## src/rtl/assert_macros.svh

```systemverilog
// Assertion helper macros used by the RTL back end (wnws_back).
// Expects clk and arst_n in scope at the point of use.
`ifndef ASSERT_MACROS_SVH
`define ASSERT_MACROS_SVH

// Property must hold at every clock edge outside reset.
`define ASSERT_CLK(label, prop, msg) \
	label: assert property (@(posedge clk) disable iff (!arst_n) (prop)) else $error(msg);

// Condition must never be true at a clock edge outside reset.
`define ASSERT_NEVER(label, cond, msg) \
	label: assert property (@(posedge clk) disable iff (!arst_n) !(cond)) else $error(msg);

`endif

```

## src/rtl/wnws_pkg.sv

```systemverilog
// Shared types and constants for the windowed nearest waypoint search core.
// No dependencies.
`timescale 1ns / 1ps

package wnws_pkg;

	localparam int unsigned MAX_WAYPOINTS_DEF = 256;

	localparam int unsigned COORD_W = 24;
	localparam int unsigned SLOT_W  = 8;
	localparam int unsigned LEN_W   = 9;
	localparam int unsigned SPAN_W  = LEN_W;
	localparam int unsigned WIN_W   = 8;

	localparam int unsigned DEFAULT_WINDOW = 24;
	localparam int unsigned BACK_LIMIT     = 3;

	localparam int unsigned SQ_W   = 2 * COORD_W;
	localparam int unsigned DIST_W = SQ_W + 2;

	localparam int unsigned CFG_IDX_W  = 1;
	localparam int unsigned CFG_DATA_W = LEN_W;
	localparam logic [CFG_IDX_W-1:0] CFG_ROUTE_LENGTH = 1'd0;
	localparam logic [CFG_IDX_W-1:0] CFG_ROUTE_VALID  = 1'd1;

	localparam int unsigned CMD_Q_DEPTH = 2;
	localparam int unsigned RES_Q_DEPTH = 2;

	typedef enum logic {
		CMD_WRITE = 1'b0,
		CMD_QUERY = 1'b1
	} cmd_t;

	typedef logic signed [COORD_W-1:0] coord_t;

	typedef struct packed {
		coord_t x;
		coord_t y;
		coord_t z;
	} point_t;

	// One classified command as queued between front and back.
	typedef struct packed {
		cmd_t              op;
		logic              miss;
		logic [SLOT_W-1:0] slot;
		point_t            pos;
		logic [SPAN_W-1:0] lo;
		logic [SPAN_W-1:0] hi;
		logic              clamp_en;
		logic [SLOT_W-1:0] floor_idx;
	} job_t;

	typedef struct packed {
		logic              found;
		logic [SLOT_W-1:0] best_index;
	} result_t;

	// Queue status seen by the back end.
	typedef struct packed {
		logic avail;
		logic room;
	} back_ctl_t;

	typedef enum logic [1:0] {
		BK_IDLE,
		BK_SCAN,
		BK_WAIT,
		BK_DONE
	} back_state_t;

endpackage

```

## src/rtl/wnws_front.sv

```systemverilog
// Front end: configuration registers and command classification.
// Depends on wnws_pkg.
`timescale 1ns / 1ps

module wnws_front #(
	parameter int unsigned MAX_WAYPOINTS = wnws_pkg::MAX_WAYPOINTS_DEF
) (
	input  logic                                 clk,
	input  logic                                 arst_n,
	input  logic                                 cfg_we,
	input  logic [wnws_pkg::CFG_IDX_W-1:0]       cfg_index,
	input  logic [wnws_pkg::CFG_DATA_W-1:0]      cfg_wdata,
	input  logic                                 command,
	input  logic [wnws_pkg::SLOT_W-1:0]          entry_index,
	input  wnws_pkg::coord_t                     pos_x,
	input  wnws_pkg::coord_t                     pos_y,
	input  wnws_pkg::coord_t                     pos_z,
	input  logic                                 hint_valid,
	input  logic [wnws_pkg::SLOT_W-1:0]          hint_index,
	input  logic [wnws_pkg::WIN_W-1:0]           hint_window,
	output wnws_pkg::job_t                       job
);

	import wnws_pkg::*;

	localparam int unsigned LEN_MAX = (1 << LEN_W) - 1;
	localparam int unsigned LEN_CAP = (MAX_WAYPOINTS < LEN_MAX) ? MAX_WAYPOINTS : LEN_MAX;

	logic [LEN_W-1:0]  route_length_q;
	logic              route_valid_q;
	logic [LEN_W-1:0]  len;
	logic [SPAN_W-1:0] last;
	logic [WIN_W-1:0]  win;
	logic              narrow;
	logic [SPAN_W-1:0] win_lo;
	logic [SPAN_W-1:0] win_hi_sum;
	logic [SPAN_W-1:0] win_hi;

	always_ff @(posedge clk or negedge arst_n) begin
		if (!arst_n) begin
			route_length_q <= '0;
			route_valid_q  <= 1'b0;
		end else if (cfg_we) begin
			unique case (cfg_index)
				CFG_ROUTE_LENGTH: route_length_q <= cfg_wdata;
				CFG_ROUTE_VALID:  route_valid_q  <= cfg_wdata[0];
			endcase
		end
	end

	always_comb begin
		len        = (route_length_q > LEN_W'(LEN_CAP)) ? LEN_W'(LEN_CAP) : route_length_q;
		last       = len - 1'b1;
		win        = (hint_window == '0) ? WIN_W'(DEFAULT_WINDOW) : hint_window;
		narrow     = hint_valid && (SPAN_W'(hint_index) < len);
		win_lo     = (hint_index >= win) ? SPAN_W'(hint_index - win) : '0;
		win_hi_sum = SPAN_W'(hint_index) + SPAN_W'(win);
		win_hi     = (win_hi_sum > last) ? last : win_hi_sum;

		job.op        = cmd_t'(command);
		job.miss      = !route_valid_q || (len == '0);
		job.slot      = entry_index;
		job.pos.x     = pos_x;
		job.pos.y     = pos_y;
		job.pos.z     = pos_z;
		job.lo        = narrow ? win_lo : '0;
		job.hi        = narrow ? win_hi : last;
		job.clamp_en  = hint_valid;
		job.floor_idx = (hint_index >= SLOT_W'(BACK_LIMIT)) ?
			hint_index - SLOT_W'(BACK_LIMIT) : '0;
	end

endmodule

```

## config.mk

```make
export PLATFORM = sky130hd
export DESIGN_NAME = wnws_front
export DESIGN_NICKNAME = d
export VERILOG_FILES = /design/src/rtl/assert_macros.svh /design/src/rtl/wnws_pkg.sv /design/src/rtl/wnws_front.sv
export SDC_FILE = /design/constraint.sdc
export NUM_CORES = 1
export LEC_CHECK = 0
export BUFFER_PORTS_ARGS = -buffer_cell sky130_fd_sc_hd__buf_2
export CORE_AREA = 2 2 84 86
export CTS_CLUSTER_DIAMETER = 200
export CTS_CLUSTER_SIZE = 25
export DETAILED_ROUTE_END_ITERATION = 10
export DIE_AREA = 0 0 86 88
export PLACE_DENSITY = 0.83
export SYNTH_ARGS = -nofsm -noshare
export SYNTH_HDL_FRONTEND = slang
export SYNTH_SLANG_ARGS = --single-unit
```

## constraint.sdc

```tcl
create_clock -name clk -period 9.7 [get_ports clk]
set_clock_uncertainty 0.1 [all_clocks]
set_input_delay 1.94 -clock clk [delete_from_list [all_inputs] [get_ports clk]]
set_output_delay 1.94 -clock clk [all_outputs]
set_load 0.05 [all_outputs]
```

### After elaboration in Yosys (flattened, before gate mapping)

Cells that the tools add are included.

* bits of input ports: 111
* flip-flop bits (word level): 10
* logic and storage cells: 26
* output and inout bits: 109

* multiplexer cells: 7
* bitwise logic cells: 1
* reduce and logical (&&, ||, !) cells: 7
* add/sub/neg operators: 4
* magnitude comparators: 5

Operators by type and width (count)
* two-way mux 9 bit: 5
* two-way mux 8 bit: 2
* adder 8 x 8 -> 9 bit: 1
* greater-than comparator 9 bit: 1
* greater-than comparator 9 bit, second input constant: 1
* zero test 9 bit: 1
* less-than comparator 8 x 9 -> 1 bit: 1
* subtractor 8 x 8 -> 9 bit: 1
* subtractor 9 x 1 -> 9 bit, second input constant: 1
* greater-or-equal comparator 8 x 2 -> 1 bit, second input constant: 1
* greater-or-equal comparator 8 bit: 1
* zero test 8 bit: 1
* subtractor 8 x 2 -> 8 bit, second input constant: 1
* AND reduction 2 bit: 2
* logical AND 1 bit: 1
* zero test 1 bit: 1
* logical OR 1 bit: 1
* NOT 1 bit: 1

### Logic depth before layout (Yosys ltp)

* depth in word-level cells: 6
* gate-level depth with buffers: 18
* mapped depth without buffers: 17

### Worst setup path after synthesis

OpenSTA, ideal clock, no wires.

* path type: input port to output port
* start point: input port hint_window[1] in the netlist's numbering
* end point: output port job[10] in the netlist's numbering
* cell stages on the path: 17
* setup slack: 1901 ps
* buffers on the path: 1
* arrival time: 5759 ps
* cells stage by stage: inv_1 nand3_1 nor2_1 or2_2 ha_1 clkbuf_1 inv_1 o311ai_0 a21oi_1 xnor2_1 inv_1 ha_1 a22o_1 nor4_1 o41ai_2 a21oi_4 mux2i_1

RTL lines
* start, declared: RTL line wnws_front.sv:20 `input logic [wnws_pkg::WIN_W-1:0] hint_window,`
* end, declared: RTL line wnws_front.sv:21 `output wnws_pkg::job_t job`

==> results <==
- The flow ran to the end, and the final reports show no timing, DRC or antenna violations.
- In this run the power spent charging and discharging nets is 0.197 mW.
- The final period utilization is approximately 82%.
- Of all nets on the critical path, the largest fanout is 9.
- The number of enable-type register cells in the synthesized netlist is 0.
- The met2 track demand over resource in global routing is approximately a third.
- For this design the top-level I/O count stands at 220.
- Setup repair after global routing left no endpoint under its margin.
- The post-synthesis instance total is 353.
- The congestion estimate from routability-driven global placement came to 0.945.
- The clock root buffer is clkbuf_8.
- The share of total power in combinational logic is 70.4%.
- The count of final hold-check violations is 0.
- The final cell utilization of the core is between 30% and 40%.
- The flop and latch count out of synthesis is 10.
- After detailed routing, the average wire length per cell comes to 16.0 um.
- The maximum number of pins on one net before global-route repair is 20.
- The static leakage power is 1.21 nW.
- Global routing used ~17% of the available tracks across all layers.
- With fillers left out, the area of the finished cells amounts to 2480 um2.
- The clock period could shrink to 7.92 ns.
- The type of element launching the critical path is an input port.
- The synthesized area divided by synthesized cell count is 7.65 um2.
- The type of the most critical hold path is register to register.
- The register area share after synthesis is 9.27%.
- The power density of the placed cells is 149 nW/um2.
- Of the total power, the share spent switching nets is 53.1%.
- The power share of the clock group is 13.8%.
- The critical path is of the input port to output pin type.
- In this run, CTS created clock tree buffers numbering 3.
- The final count of negative-setup-slack endpoints is 0.
- The wire-length estimate of the detail-placed layout is 5540 um.
- The met3 demand-to-capacity share in global routing is 6.41%.
- The distinct cell type count after synthesis is 45.
- The signed area change from the synthesized netlist to the final layout is -7.93%.
- The floorplan step set the die height to 88 um.
- The fraction of registers with async set/reset is 100%.
- The first global-routing pass estimated 10600 um of wire.
- The routed design has 6410 um of wire.
- The first detailed-routing pass took 4 iterations.
- The count of standard-cell rows is 30.
- Global routing used a little under a fifth of the available met1 tracks.
- For the pin with the worst max-slew slack, the measured transition is 0.725 ns.
- The final layout contains 471 nets.
- The clock net in this run drives a total of 10 sinks.
- The number of hold buffers added after cts is 0.
- The number of buffers added on ports is 57.
- At the worst endpoint, the required time is 7.66 ns.
- The maximum clock path buffer count is 2.
- The data arrival time of the critical path is 5.88 ns.
- The number of max-cap violations is 0.
- The latest clock arrival within the worst-skew pair is 0.23 ns.
- The pre-CTS setup slack is roughly 1.8 ns.
- TritonCTS built the clock tree.
- Derived from the worst setup path, the maximum achievable clock frequency is 126 MHz.
- The internal portion of the total power is around 0.17 mW.
- Clock-pin slew was measured on the worst setup and hold paths at approximately 0.05 ns.
- After the first detailed-routing iteration, the DRC count stood at 82.
- The total die area is about 7600 um2.
- Once placement finished, the instance area stood at 2430 um2.
- The total area inside the core boundary comes to 6640 um2.
- The number of antenna violations at the first check in global routing is 0.
- The worst pin sits at a relative slew slack of 51.6%.
- The global routing stage identified its most utilized layer as met2.
- In the post-route analysis, the smallest setup slack over all paths is roughly 1.8 ns.
- The ratio of cells with drive above 1 in the final layout is approximately 25%.
- The synthesized area is about 2700 um2.
- The sort of element at the end of the critical path is an output pin.
- The die extent in x is 86 um.
- The number of nets produced by synthesis is 501.
- For this block, the via count after detailed routing is between 2000 and 2500.
- For this run, design rule violations remaining after detail routing come to 0.
- The initial utilization of the core area, before any placement, comes to 40.6%.
- The number of global-route vias before repair is 2174.
- For this run, the leading register cell type out of synthesis is dfrtp_1.
- The total setup buffers inserted after CTS is 0.
- Using the TritonRoute via totals, the vias-per-cell ratio works out to about 5.3.
- The Yosys step of the flow raised 0 warnings.
- The total overflow left after global routing is 0.
- The final count of pins violating max slew is 0.
- The number of H-tree levels is 1.
- Summed over all failing endpoints, the final setup total negative slack is 0 ns.
- Sequential cells account for 15.8% of the total power.
- Power comes to 0.371 mW.
- The number of antenna cells inserted is 0.
- The count of nets left with antenna violations once routing finished came out at 0.
- In this run, post-CTS repair resized a total of 0 instances.
- The largest voltage drop on the vdd net is slightly above 0.1 mV.
- The reg-to-reg setup timing slack is 8.59 ns.
final timing paths:
kind / start / endpoint / cells past startpoint
max in group asynchronous: arst_n / route_length_q[4] / 1
max reg2reg: route_length_q[8] / route_length_q[8] / 1
min reg2reg: route_valid_q / route_valid_q / 1
max: hint_window[1] / job[15] / 18
min: route_valid_q / route_valid_q / 1
min in group asynchronous: arst_n / route_length_q[2] / 1
registers in the layout, summed over array words and instances, names as in the netlist:
name / flops
route_length_q: 9
route_valid_q: 1
layout make-up:
type                    instances  area [um2]
clock buffers                   4        55.1
fillers                       707        4160
well taps                      80         100
multi-input cells             224        1690
repair buffers                 57         285
flip-flops and latches         10         250
inverters                      27         101
cell usage in the layout (no fill, tap or decap), drive strengths merged, types with 3 or more instances in the layout:
cell type | synthesis | final
buf | 83 | 57
nor2 | 40 | 40
ha | 35 | 35
inv | 27 | 27
nand2b | 14 | 14
a21oi | 14 | 14
mux2 | 13 | 13
nand2 | 12 | 12
nor3 | 10 | 10
xnor2 | 10 | 10
dfrtp | 10 | 10
o21ai | 9 | 9
xor2 | 8 | 8
mux2i | 7 | 7
nor2b | 5 | 5
nor4 | 4 | 4
nand3 | 4 | 4
o21a | 4 | 4
clkbuf | 9 | 4
o41ai | 4 | 4
nand4 | 3 | 3
power groups by stage:
| stage | logic, mW | clock network [mW] | registers (mW) |
|---|---|---|---|
| detailed placement | 0.263 | 0 | 0.0593 |
| floorplan | 0.298 | 0 | 0.0543 |
| finish | 0.261 | 0.0513 | 0.0586 |
| CTS | 0.264 | 0.0526 | 0.0586 |
| global placement | 0.258 | 0 | 0.0587 |
| global route | 0.289 | 0.0558 | 0.0601 |
through the flow:
stage / cells / hold slack, ns
5_1_grt: 402 / 0.431
3_5_place_dp: 398 / 0.397
3_3_place_gp: 398 / 0.392
2_1_floorplan: 353 / 0.379
6_report: 402 / 0.403
4_1_cts: 402 / 0.407
synth_stat cells, drive strengths merged (2+ instances only):
master   n  area share [%]
or2      2            0.46
fa       2             1.5
a21oi   14             3.0
o21a     4             1.1
nor3b    2            0.56
nand2b  14             3.2
nor2b    5             1.2
clkbuf   9             1.3
a21o     2            0.60
a211oi   2            0.74
nand4    3            0.70
mux2    13             5.7
o21ai    9             1.7
buf     83              23
o211ai   2            0.56
nor3    10             1.9
xor2     8             2.6
ha      35              16
nor4     4            0.93
o41ai    4             1.6
nand3    4            0.74
dfrtp   10             9.3
nand2   12             1.7
nor2    40             5.6
xnor2   10             3.2
o31ai    2            0.56
inv     27             3.8
o311ai   2            0.65
a21boi   2            0.56
mux2i    7             2.6
a31oi    2            0.46
worst max-delay path, stage by stage:
cell	delay (ns)
buf_2	0.11
inv_1	0.09
nand3_1	0.10
nor2_1	0.04
or2_2	0.28
ha_1	0.43
inv_1	0.14
o311ai_0	0.49
a21oi_1	0.16
xnor2_1	0.24
inv_1	0.07
ha_1	0.21
a22o_1	0.17
nor4_1	0.25
o41ai_2	0.16
a21oi_4	0.39
mux2i_1	0.30
buf_2	0.30
metal layers:
| metal | part of all wire [%] | vias up |
|---|---|---|
| li1 | - | 1038 |
| met1 | 36 | 928 |
| met2 | 50 | 124 |
| met3 | 12 | 21 |
| met4 | 2.0 | 0 |
| met5 | 0 | - |
logic make-up after synthesis:
| family | synth area share (%) |
|---|---|
| AOI/OAI and AO/OA | 13.0 |
| xor gates and xnor gates | 5.84 |
| adders and majority gates | 17.7 |
| buffers and inverters | 28.0 |
| DFF | 9.27 |
| muxes | 8.30 |
| and+or+nand+nor | 17.9 |
(Power assumes the default switching activity.)
