## src/rtl/assert_macros.svh

```systemverilog
// Assertion helper macros used by the RTL back end (wnws_back).
// Expects clk and arst_n in scope at the point of use.
`ifndef ASSERT_MACROS_SVH
`define ASSERT_MACROS_SVH

// Property must hold at every clock edge outside reset.
`define ASSERT_CLK(label, prop, msg) \
	label: assert property (@(posedge clk) disable iff (!arst_n) (prop)) else $error(msg);

// Condition must never be true at a clock edge outside reset.
`define ASSERT_NEVER(label, cond, msg) \
	label: assert property (@(posedge clk) disable iff (!arst_n) !(cond)) else $error(msg);

`endif

```

## src/rtl/wnws_fifo.sv

```systemverilog
// Small synchronous queue used for commands and results.
// Standalone; no package dependency.
`timescale 1ns / 1ps

module wnws_fifo #(
	parameter int unsigned WIDTH = 8,
	parameter int unsigned DEPTH = 2
) (
	input  logic             clk,
	input  logic             arst_n,
	input  logic             push,
	input  logic [WIDTH-1:0] wdata,
	input  logic             pop,
	output logic [WIDTH-1:0] rdata,
	output logic             full,
	output logic             empty
);

	localparam int unsigned PTR_W = (DEPTH > 1) ? $clog2(DEPTH) : 1;
	localparam int unsigned CNT_W = $clog2(DEPTH + 1);

	logic [WIDTH-1:0] store_q [DEPTH];
	logic [PTR_W-1:0] wr_ptr_q;
	logic [PTR_W-1:0] rd_ptr_q;
	logic [CNT_W-1:0] count_q;
	logic             do_push;
	logic             do_pop;

	assign full    = (count_q == CNT_W'(DEPTH));
	assign empty   = (count_q == '0);
	assign do_push = push && !full;
	assign do_pop  = pop && !empty;
	assign rdata   = store_q[rd_ptr_q];

	always_ff @(posedge clk or negedge arst_n) begin
		if (!arst_n) begin
			wr_ptr_q <= '0;
			rd_ptr_q <= '0;
			count_q  <= '0;
		end else begin
			if (do_push) begin
				wr_ptr_q <= (wr_ptr_q == PTR_W'(DEPTH - 1)) ? '0 : wr_ptr_q + 1'b1;
			end
			if (do_pop) begin
				rd_ptr_q <= (rd_ptr_q == PTR_W'(DEPTH - 1)) ? '0 : rd_ptr_q + 1'b1;
			end
			if (do_push && !do_pop) begin
				count_q <= count_q + 1'b1;
			end else if (do_pop && !do_push) begin
				count_q <= count_q - 1'b1;
			end
		end
	end

	always_ff @(posedge clk) begin
		if (do_push) begin
			store_q[wr_ptr_q] <= wdata;
		end
	end

endmodule

```

## config.mk

```make
export PLATFORM = sky130hd
export DESIGN_NAME = wnws_fifo
export DESIGN_NICKNAME = d
export VERILOG_FILES = /design/src/rtl/assert_macros.svh /design/src/rtl/wnws_fifo.sv
export SDC_FILE = /design/constraint.sdc
export NUM_CORES = 1
export LEC_CHECK = 0
export BUFFER_PORTS_ARGS = -buffer_cell sky130_fd_sc_hd__buf_2
export CORE_UTILIZATION = 52
export CTS_CLUSTER_SIZE = 24
export DETAILED_ROUTE_END_ITERATION = 10
export HOLD_SLACK_MARGIN = 0.15
export PLACE_DENSITY = 0.8
export SYNTH_ARGS = -nofsm -noshare
export SYNTH_HDL_FRONTEND = slang
export SYNTH_SLANG_ARGS = --single-unit
```

## constraint.sdc

```tcl
create_clock -name clk -period 2.9 [get_ports clk]
set_clock_uncertainty 0.1 [all_clocks]
set_input_delay 0.29 -clock clk [delete_from_list [all_inputs] [get_ports clk]]
set_output_delay 0.29 -clock clk [all_outputs]
set_load 0.005 [all_outputs]
```

; ---- Yosys cells after proc, flatten, opt, wreduce, memory -nomap -nowiden
; Memories as Yosys holds them, arrays and structs flattened.
; Index checks and enable logic that the tools add are counted.
[totals]
in_bits = 12
latch_bits = 0
mem_bits_ro = 0
register_bits = 4
memories = 1
ram_bits = 16
[memory_table]
columns = memory, words, width, read_ports, rd_ports_with_merged_regs, write_ports, line
row1 = store_q, 2, 8, 1, 0, 1, wnws_fifo.sv:22  ; logic [WIDTH-1:0] store_q [DEPTH];
[classes]
mul = 0
reduce_logical = 10
shifts = 0
magnitude_cmp = 0
bitwise = 0
add_sub_neg = 4
eq_ne = 1
n_mux = 6
div = 0
[op_table]
columns = operator, n
row1 = 1-bit logical AND, 4
row2 = 1-bit zero test, 4
row3 = 1-bit 2-to-1 mux, 4
row4 = 2-bit 2-to-1 mux, 2
row5 = 1-bit adder (second input constant), 2
row6 = 2-bit by 1-bit adder with 2-bit output (second input constant), 1
row7 = 2-bit equality test (second input constant), 1
row8 = 2-bit zero test, 1
row9 = 2-bit nonzero test, 1
row10 = 2-bit by 1-bit subtractor with 2-bit output (second input constant), 1

; ---- Longest topological paths before layout
; Gate-level depths: netlist of the first run.
[logic_depth]
ltp_word = 7
mapped_depth = 7
ltp_nobuf = 7

; ---- Worst setup path before layout of the first run
; Ideal clock, no wire load.
[synth_timing]
path_type = register -> register
startpoint = reg count_q[0]
endpoint = mem store_q[0][0] (enable)
required_ns = 2.430
arrival_ns = 1.022
setup_time_ns = 0.370
path_stages_with_launch = 4
period_less_slack_ns = 1.492
setup_slack_ns = 1.408
cell_sequence = dfrtp_1 > nand2b_1 > nand2_2 > nor2_1
[synth_between]
elab_chain_len = 5
[synth_lines]
columns = item, line
row1 = from (decl), wnws_fifo.sv:25  ; logic [CNT_W-1:0] count_q;
row2 = from (signal assigned), wnws_fifo.sv:48  ; count_q <= count_q + 1'b1;
row3 = from (signal assigned), wnws_fifo.sv:50  ; count_q <= count_q - 1'b1;
row4 = 2-bit equality test, wnws_fifo.sv:29  ; assign full = (count_q == CNT_W'(DEPTH));
row5 = 1-bit zero test, wnws_fifo.sv:31  ; assign do_push = push && !full;
row6 = 1-bit logical AND, wnws_fifo.sv:31
row7 = 1-bit 2-to-1 mux, wnws_fifo.sv:56  ; if (do_push) begin
row8 = 1-bit 2-to-1 mux (not written as such), wnws_fifo.sv:57  ; store_q[wr_ptr_q] <= wdata;
row9 = to (decl), wnws_fifo.sv:22
; No other way between the ends.

; ---- Worst setup path in the final report of the first run
[layout_timing]
startpoint = reg rd_ptr_q
endpoint = out rdata[7]
[layout_between]
elab_chain_len = 1
[layout_lines]
columns = item, line
row1 = from (decl), wnws_fifo.sv:24  ; logic [PTR_W-1:0] rd_ptr_q;
row2 = from (signal assigned), wnws_fifo.sv:45  ; rd_ptr_q <= (rd_ptr_q == PTR_W'(DEPTH - 1)) ? '0 : rd_ptr_q + 1'b1;
row3 = memory 2 x 8 bit, -
row4 = to (decl), wnws_fifo.sv:14  ; output logic [WIDTH-1:0] rdata,
; No other way between the ends.

==> results of run 1 <==
==> how the worst max path moves through the flow <==
stage / from / cells after the start / slack [ns] / endpoint
6_report: rd_ptr_q / 2 / 1.11 / rdata[7]
5_1_grt: rd_ptr_q / 2 / 1.04 / rdata[7]
4_1_cts: rd_ptr_q / 2 / 1.09 / rdata[7]
3_5_place_dp: count_q[0] / 3 / 1.21 / store_q[0][0]
3_3_place_gp: count_q[0] / 3 / 1.30 / store_q[0][0]
2_1_floorplan: count_q[0] / 3 / 1.41 / store_q[0][0]
==> through the flow <==
step	cell area, um^2	cells	worst slack [ns]	hold WS (ns)
3_3_place_gp	901	79	1.30	0.00301
4_1_cts	1040	92	1.09	0.174
3_5_place_dp	901	79	1.21	0.00228
5_1_grt	1040	92	1.04	0.192
2_1_floorplan	782	44	1.41	-0.106
6_report	1040	92	1.11	0.181
==> power groups by stage <==
stage | logic [mW] | clock network (mW) | registers (mW)
final | 0.272 | 0.222 | 0.464
after global routing | 0.310 | 0.234 | 0.474
after CTS | 0.277 | 0.224 | 0.465
after detailed placement | 0.261 | 0 | 0.473
after global placement | 0.259 | 0 | 0.467
after floorplan | 0.201 | 0 | 0.437
==> worst min-delay path, stage by stage <==
cell	delay, ns
buf_2	0.11
nand2_2	0.09
xnor2_2	0.06
==> area by class of cell <==
cell class | count | area (um^2)
Sequential cell | 20 | 581
Fill cell | 73 | 307
Timing Repair Buffer | 30 | 195
Multi-Input combinational cell | 21 | 189
Clock inverter | 1 | 30.0
Clock buffer | 3 | 22.5
Tap cell | 15 | 18.8
Inverter | 2 | 7.51
==> layout by cell type (no fill, tap or decap) <==
cell type | Yosys | layout
xnor2_2 | 1 | 1
and3_1 | 1 | 1
dfrtp_1 | 4 | 4
nand2b_1 | 1 | 1
dlygate4sd3_1 | 0 | 9
edfxtp_1 | 16 | 16
clkbuf_4 | 0 | 3
mux2_1 | 6 | 6
bufinv_16 | 0 | 1
o21ai_1 | 1 | 1
nand2_2 | 1 | 1
xor2_1 | 2 | 2
xnor2_1 | 2 | 2
mux2_2 | 2 | 2
buf_2 | 1 | 21
inv_1 | 2 | 2
ha_1 | 1 | 1
nor2_1 | 3 | 3
==> sequential cells by signal, summed over array words and instances (netlist names) <==
signal and flops:
count_q 2, wr_ptr_q 1, store_q 16, rd_ptr_q 1
==> routing by layer <==
metal,vias up,global-route usage (%)
li1,222,-
met1,210,23.8
met2,23,27.3
met3,2,3.26
met4,0,10.0
met5,-,0
==> repair_timing <==
item	4_1_cts	5_1_grt
hold buffers	9	0
setup endpoints to repair	0	0
buffers inserted	0	0
endpoints found under the hold margin	20	0
==> logic make-up (layout without fill, tap and decap cells) <==
logic type / after synthesis / in the layout / share of synthesized area [%]
mux: 8 / 8 / 11.5
fa+ha+maj: 1 / 1 / 1.60
buf+inv: 3 / 36 / 1.60
compound gates: 1 / 1 / 0.639
flops: 20 / 20 / 74.2
simple gates: 6 / 6 / 3.84
xor+xnor: 5 / 5 / 6.56
==> impl_metrics.toml, run 1 <==
[power_and_ir_drop]
p_comb_share_pct = 28.4
peakVddDrop_mv = 0.691
p_seq_share_pct = 48.4
report.power.total_mw = 0.958
p_sw_mw = 0.262
pwr-share-clk_pct = 23.2
p_sw_share_pct = 27.4
p_per_area_mw_per_mm2 = 918
cell_internal_pwr_mw = 0.695
p_leak_nw = 0.440

[placed_design]
gp_congestion = 0.641
dp_hpwl_um = 827
port-buffer-count = 21

[floorplanning]
core_area_mm2 = 0.00135
die_w_um = 40.8
start_util_pct = 57.9
rows = 13
die_area_mm2 = 0.00166
boundaryPins = 22
dieHeight_um = 40.8

[worst_setup_path]
crit_chain = "mux2_2 > buf_2"
path_class = "flip-flop to primary output"
r2r-start = "count_q[0]"
max_stage_delay_ns = 0.60
reg2reg_to = "store_q[0][3]"
r2r.worst_path.cells = 3
crit_required_ns = 2.51
critical_path.top_delay_family = "flip-flops"
cp-end-kind = "primary output"
arrival_ns = 1.40
r2r_slack_ns = 1.22
crit_path_top_delay_cell = "dfrtp_1"
cp-start-kind = "flip-flop"
cp_max_fo = 9
cp_num_buf_inv = 1

[clock_tree]
clock_latency_ns = 0.29
cts_buffer_depth = 2
cts_resized = 0
cts_max_level = 1
cts_root_buffer = "clkbuf_4"
clock_sinks = 20
cts_buffers = 3
clk_pin_slew_ns = 0.10
cts_tree = "built"

[drt]
drt_pass1_iterations = 4
met1_length_um = 539
vias_per_cell = 4.97
ant_nets = 0
wl_per_cell_um = 13.4
route.met3.wl_um = 68
vias = 457
wl_met2_um = 615
drt_iter0_markers = 9
drc = 0
highest_layer = "met4"
drt_wl_total_um = 1230

[final_layout]
antenna_cells = 0
areaGrowthSynthToFinish_pct = 33.4
nNetsFinal = 91
final_util_pct = 77.3
drive_gt1_share_pct = 37.7

[hold_path]
min_from = "push"
min_path_cells = 3
hold_path.class = "input pin to flip-flop"
holdPathEnd = "wr_ptr_q"

[flow_run]
cap_violations = 0

[yosys]
synth-edff-count = 16
synth_area_um2 = 782
netlist_top_cells_count = "16 x edfxtp_1, 6 x mux2_1, 4 x dfrtp_1"
synth_seq_cells = 20
yosysTopAreaCell = "edfxtp_1"
synth_cells = 44
synth.distinct_cells = 15
syn_avg_cell_area_um2 = 17.8
yosys.area.top_type_share_pct = 61.4
synth_fp_nets = 57
synth.yosys.seq_area_share_pct = 74.2
yosysMostFrequentCell = "edfxtp_1"
yosys_warnings = 0
ys.flop_type = "edfxtp_1"
synth_area_leaders = "edfxtp_1 61%, dfrtp_1 13%, mux2_1 8.6%"
synthArstFlopShare_pct = 20.0

[timing]
tns_ns = 0
tightest_slew_ns = 0.666
rsz0062_at_grt = "false"
finalCritPeriodShare_pct = 61.8
setup_viol = 0
slew_viol_final = 0
min_period_ns = 1.79
slew_headroom_pct = 55.5
hold_viol = 0
fmax_ghz = 0.558

[global_routing]
grt_usage_pct = 17.8
gr-total-overflow = 0
grt_pass1_wl_um = 1750
grt_pass1_vias = 399
grt_max_degree = 13
grt_antenna_before_repair = 0

[run_status]
status = "finished clean"
Note: power is estimated with default switching activity, not from simulation.
==> run 2: changes to the inputs <==
--- a/config.mk
+++ b/config.mk
@@ -6,11 +6,11 @@
 export NUM_CORES = 1
 export LEC_CHECK = 0
 export BUFFER_PORTS_ARGS = -buffer_cell sky130_fd_sc_hd__buf_2
-export CORE_UTILIZATION = 52
+export CORE_UTILIZATION = 44
 export CTS_CLUSTER_SIZE = 24
 export DETAILED_ROUTE_END_ITERATION = 10
 export HOLD_SLACK_MARGIN = 0.15
-export PLACE_DENSITY = 0.8
+export PLACE_DENSITY = 0.72
 export SYNTH_ARGS = -nofsm -noshare
 export SYNTH_HDL_FRONTEND = slang
 export SYNTH_SLANG_ARGS = --single-unit
==> constraint.sdc (replaced) <==
create_clock -name clk -period 1.5 [get_ports clk]
set_clock_uncertainty 0.1 [all_clocks]
set_input_delay 0.15 -clock clk [delete_from_list [all_inputs] [get_ports clk]]
set_output_delay 0.15 -clock clk [all_outputs]
set_load 0.005 [all_outputs]
==> impl_metrics.toml, run 2 (synthesis gave the netlist of run 1 again) <==
[clock_tree]
cts_root_buffer = "clkbuf_4"
cts_buffer_depth = 2
clock_sinks = 20
cts_buffers = 3
clock_latency_ns = 0.31
cts_tree = "built"
clk_pin_slew_ns = 0.12
cts_max_level = 1

[floorplanning]
die_area_mm2 = 0.00195
dieHeight_um = 44.2
boundaryPins = 22
start_util_pct = 49.6
core_area_mm2 = 0.00158
die_w_um = 44.2
rows = 14

[timing]
slew_headroom_pct = 73.9
tightest_slew_ns = 0.391
rsz0062_at_grt = "true"
setup_ws_ns = -0.0719
min_period_ns = 1.57
setup_viol = 8
finalCritPeriodShare_pct = 105
holdWs_ns = 0.145
tns_ns = -0.463
fmax_ghz = 0.636
slew_viol_final = 0
hold_viol = 0

[run_status]
violations = "design-rule violations, negative setup slack"
status = "finished with violations"

[power_and_ir_drop]
p_per_area_mw_per_mm2 = 1920
report.power.total_mw = 2.37
peakVddDrop_mv = 1.18
p_leak_nw = 0.552

[worst_setup_path]
crit_required_ns = 1.25
reg2reg_to = "count_q[1]"
cp-start-kind = "flip-flop"
arrival_ns = 1.32
cp-end-kind = "primary output"
r2r.worst_path.cells = 6
r2r_slack_ns = 0.02
cp_max_fo = 5
r2r-start = "count_q[0]"
startpoint = "rd_ptr_q"
path_class = "flip-flop to primary output"

[drt]
drt_iter0_markers = 26
wl_per_cell_um = 16.6
drt_pass1_iterations = 7
drc = 2
drt_wl_total_um = 1760
vias = 543
ant_nets = 0
vias_per_cell = 5.12

[global_routing]
grt_antenna_before_repair = 0
grt_pass1_vias = 505
gr-total-overflow = 0
grt_usage_pct = 17.1
grt_max_degree = 13
grt_pass1_wl_um = 2170

[final_layout]
largest_reg_flops = 16
nNetsFinal = 104
areaGrowthSynthToFinish_pct = 57.9
reg.largest.list = "store_q: 16 flops, count_q: 2 flops"
multi_input_area_um2 = 224
most-common-layout-cells = "16 x edfxtp_1, 14 x buf_2, 11 x dlygate4sd3_1, 9 x buf_6, 9 x buf_4"
fin_area_mm2 = 0.00123
final_common_cell = "edfxtp_1"
regMostFlops = "store_q"
regArea_um2 = 582
drive_gt1_share_pct = 54.4
fillers = 92
antenna_cells = 0

[hold_path]
holdPathEnd = "rd_ptr_q"
min_path_cells = 4
min_from = "pop"
hold_path.class = "input pin to flip-flop"

[flow_run]
cap_violations = 0

[placed_design]
dp_hpwl_um = 883
gp_congestion = 0.634
placed_cell_area_um2 = 932
post-place-ws_ns = -0.000822
port-buffer-count = 21
[run 2: per-stage QoR]
stage	std cells	utilization [%]
after floorplan	44	-
after global placement	84	59.1
after detailed placement	84	59.1
after CTS	101	70.5
after global routing	106	78.3
final	106	78.3
[run 2: what timing repair did]
action | in CTS | in global routing
hold endpoints to repair | 21 | 0
pin swaps | 2 | 3
resized for setup | 1 | 21
hold buffers | 11 | 0
setup buffers | 2 | 5
endpoints found under the setup margin | 9 | 12
[run 2: power breakdown]
group,internal (mW),switching [mW],total (mW)
logic,0.656,0.406,1.06
registers,0.780,0.0790,0.859
clock network,0.270,0.177,0.447
[run 2: how the worst max path moves through the flow]
stage,endpoint,slack (ns),cells past startpoint
floorplan,store_q[0][0],0.008,3
global placement,count_q[1],0.04,6
detailed placement,count_q[1],-0.0008,6
CTS,rdata[2],-0.04,2
global route,rdata[2],-0.1,3
finish,rdata[2],-0.07,3
[run 2: critical path, stage by stage (launching register included)]
cell	delay, ns
dfrtp_2	0.44
buf_6	0.14
mux2_4	0.31
buf_6	0.12
[run 2: routing by layer]
metal | share of wire, % | up-vias | wire length (um) | track usage, %
met1 | 37 | 267 | 648 | 17.2
met3 | 5.0 | 6 | 88 | 2.86
met2 | 56 | 21 | 979 | 31.2
li1 | - | 249 | - | -
met4 | 2.6 | 0 | 46 | 12.7
met5 | 0 | - | 0 | 0
[run 2: final cells by class]
class	count	area share, %
Sequential cell	20	47.1
Timing Repair Buffer	43	28.3
Multi-Input combinational cell	21	18.1
Clock inverter	1	2.43
Clock buffer	3	1.82
Tap cell	16	1.62
Inverter	2	0.608
==> run 3: changes to the inputs <==
--- a/config.mk
+++ b/config.mk
@@ -11,6 +11,7 @@
 export DETAILED_ROUTE_END_ITERATION = 10
 export HOLD_SLACK_MARGIN = 0.15
 export PLACE_DENSITY = 0.72
+export SETUP_SLACK_MARGIN = 0.15
 export SYNTH_ARGS = -nofsm -noshare
 export SYNTH_HDL_FRONTEND = slang
 export SYNTH_SLANG_ARGS = --single-unit
==> impl_metrics.toml, run 3 (synthesis gave the netlist of run 1 again) <==
[clock_tree]
cts_max_level = 1
cts_tree = "built"
cts_buffers = 3
cts_root_buffer = "clkbuf_4"
clock_sinks = 20
cts_buffer_depth = 2
clock_latency_ns = 0.31
clk_pin_slew_ns = 0.12
cts_hold_buf = 11

[final_layout]
areaGrowthSynthToFinish_pct = 67.7
final_common_cell = "edfxtp_1"
reg.largest.list = "store_q: 16 flops, count_q: 2 flops"
regMostFlops = "store_q"
fillers = 80
most-common-layout-cells = "16 x edfxtp_1, 15 x buf_2, 14 x buf_6, 11 x dlygate4sd3_1, 6 x mux2_4"
finalNonFillerCells = 107
nNetsFinal = 105
drive_gt1_share_pct = 63.7
largest_reg_flops = 16
antenna_cells = 0

[power_and_ir_drop]
p_per_area_mw_per_mm2 = 1920
peakVddDrop_mv = 1.58
p_leak_nw = 0.560

[run_status]
violations = "negative setup slack"
status = "finished with violations"

[worst_setup_path]
crit_end = "rdata[5]"
arrival_ns = 1.29
cp-start-kind = "flip-flop"
r2r_slack_ns = 0.07
startpoint = "rd_ptr_q"
reg2reg_to = "count_q[1]"
cp-end-kind = "primary output"
r2r-start = "count_q[1]"
r2r.worst_path.cells = 7
path_class = "flip-flop to primary output"
cp_max_fo = 5
crit_required_ns = 1.25

[placed_design]
dp_hpwl_um = 881
dp.cells = 83
port-buffer-count = 21
gp_congestion = 0.659

[global_routing]
gr-total-overflow = 0
grt_pass1_vias = 510
grt_max_degree = 13
grt_util_met1_pct = 19.4
grt_pass1_wl_um = 2290
use_met2_pct = 30.9
grt_antenna_before_repair = 0
top_usage_layer = "met2"
grt_usage_pct = 17.9
met3_usage_pct = 4.90

[hold_path]
hold_path.class = "input pin to flip-flop"
min_from = "push"

[floorplanning]
die_w_um = 44.2
boundaryPins = 22
dieHeight_um = 44.2
start_util_pct = 49.6
die_area_mm2 = 0.00195
rows = 14
core_area_mm2 = 0.00158

[timing]
setup_viol = 8
tightest_slew_ns = 0.243
tns_ns = -0.278
hold_viol = 0
setup_ws_ns = -0.0410
finalCritPeriodShare_pct = 103
fmax_ghz = 0.649
slew_viol_final = 0
slew_headroom_pct = 83.8
min_period_ns = 1.54
rsz0062_at_grt = "true"

[drt]
vias = 507
drc = 0
ant_nets = 0
wl_per_cell_um = 15.4
drt_pass1_iterations = 5
drt_iter0_markers = 9
vias_per_cell = 4.74
drt_wl_total_um = 1640

[flow_run]
cap_violations = 0
[run 3: changes by cell type in the layout (fill, tap and decap cells not counted), moves of 2 or more]
cell	before	now
buf_6	9	14
mux2_4	8	6
nor2_2	2	0
nor2_4	0	2
inv_1	2	0
buf_4	9	4
inv_2	0	2
mux2_2	0	2
[run 3: layer usage]
metal / wire [um] / vias up / part of all wire (%)
met3: 51 / 4 / 3.1
met2: 903 / 12 / 55
met5: 0 / - / 0
met1: 648 / 238 / 39
li1: - / 253 / -
met4: 40 / 0 / 2.4
[run 3: worst min-delay path by stage]
stage,to,slack (ns),depth (start not counted)
global route,wr_ptr_q,0.11,4
floorplan,count_q[0],-0.25,0
global placement,count_q[0],-0.14,1
CTS,wr_ptr_q,0.1,4
detailed placement,count_q[0],-0.14,1
finish,wr_ptr_q,0.12,4
[run 3: power breakdown]
part           total, mW  switching [mW]  internal (mW)  leakage, nW
clock network      0.434           0.163          0.270       0.0279
logic               1.20           0.448          0.752        0.339
registers          0.888           0.107          0.781        0.193
total               2.52           0.718           1.80        0.560
[run 3: stage by stage]
step / util [%] / setup WS, ns / total power, mW / hold slack [ns] / area, um^2
2_1_floorplan: - / 0.0992 / 1.27 / -0.246 / 800
3_3_place_gp: 59.8 / 0.0876 / 1.50 / -0.138 / 942
3_5_place_dp: 59.8 / 0.0397 / 1.52 / -0.140 / 942
4_1_cts: 74.6 / -0.0542 / 2.13 / 0.0992 / 1180
5_1_grt: 83.2 / -0.0854 / 2.64 / 0.113 / 1310
6_report: 83.2 / -0.0410 / 2.52 / 0.124 / 1310
[run 3: area by class of cell]
class | instances | area (um^2) | share of cell area [%]
Timing Repair Buffer | 44 | 373 | 28.4
Tap cell | 16 | 20.0 | 1.53
Sequential cell | 20 | 583 | 44.5
Clock buffer | 3 | 22.5 | 1.72
Inverter | 2 | 7.51 | 0.573
Multi-Input combinational cell | 21 | 275 | 21.0
Clock inverter | 1 | 30.0 | 2.29
[run 3: critical path, cell delays in order, from the launching register on]
cell and delay (ns):
dfrtp_2 0.43, buf_6 0.14, mux2_4 0.30, buf_6 0.12
[run 3: what timing repair did]
| item | in CTS | in global routing |
|---|---|---|
| gates resized for setup | 12 | 22 |
| endpoints found under the hold margin | 23 | 1 |
| buffers inserted | 3 | 6 |
| endpoints found under the setup margin | 18 | 23 |
| pin swaps | 8 | 6 |
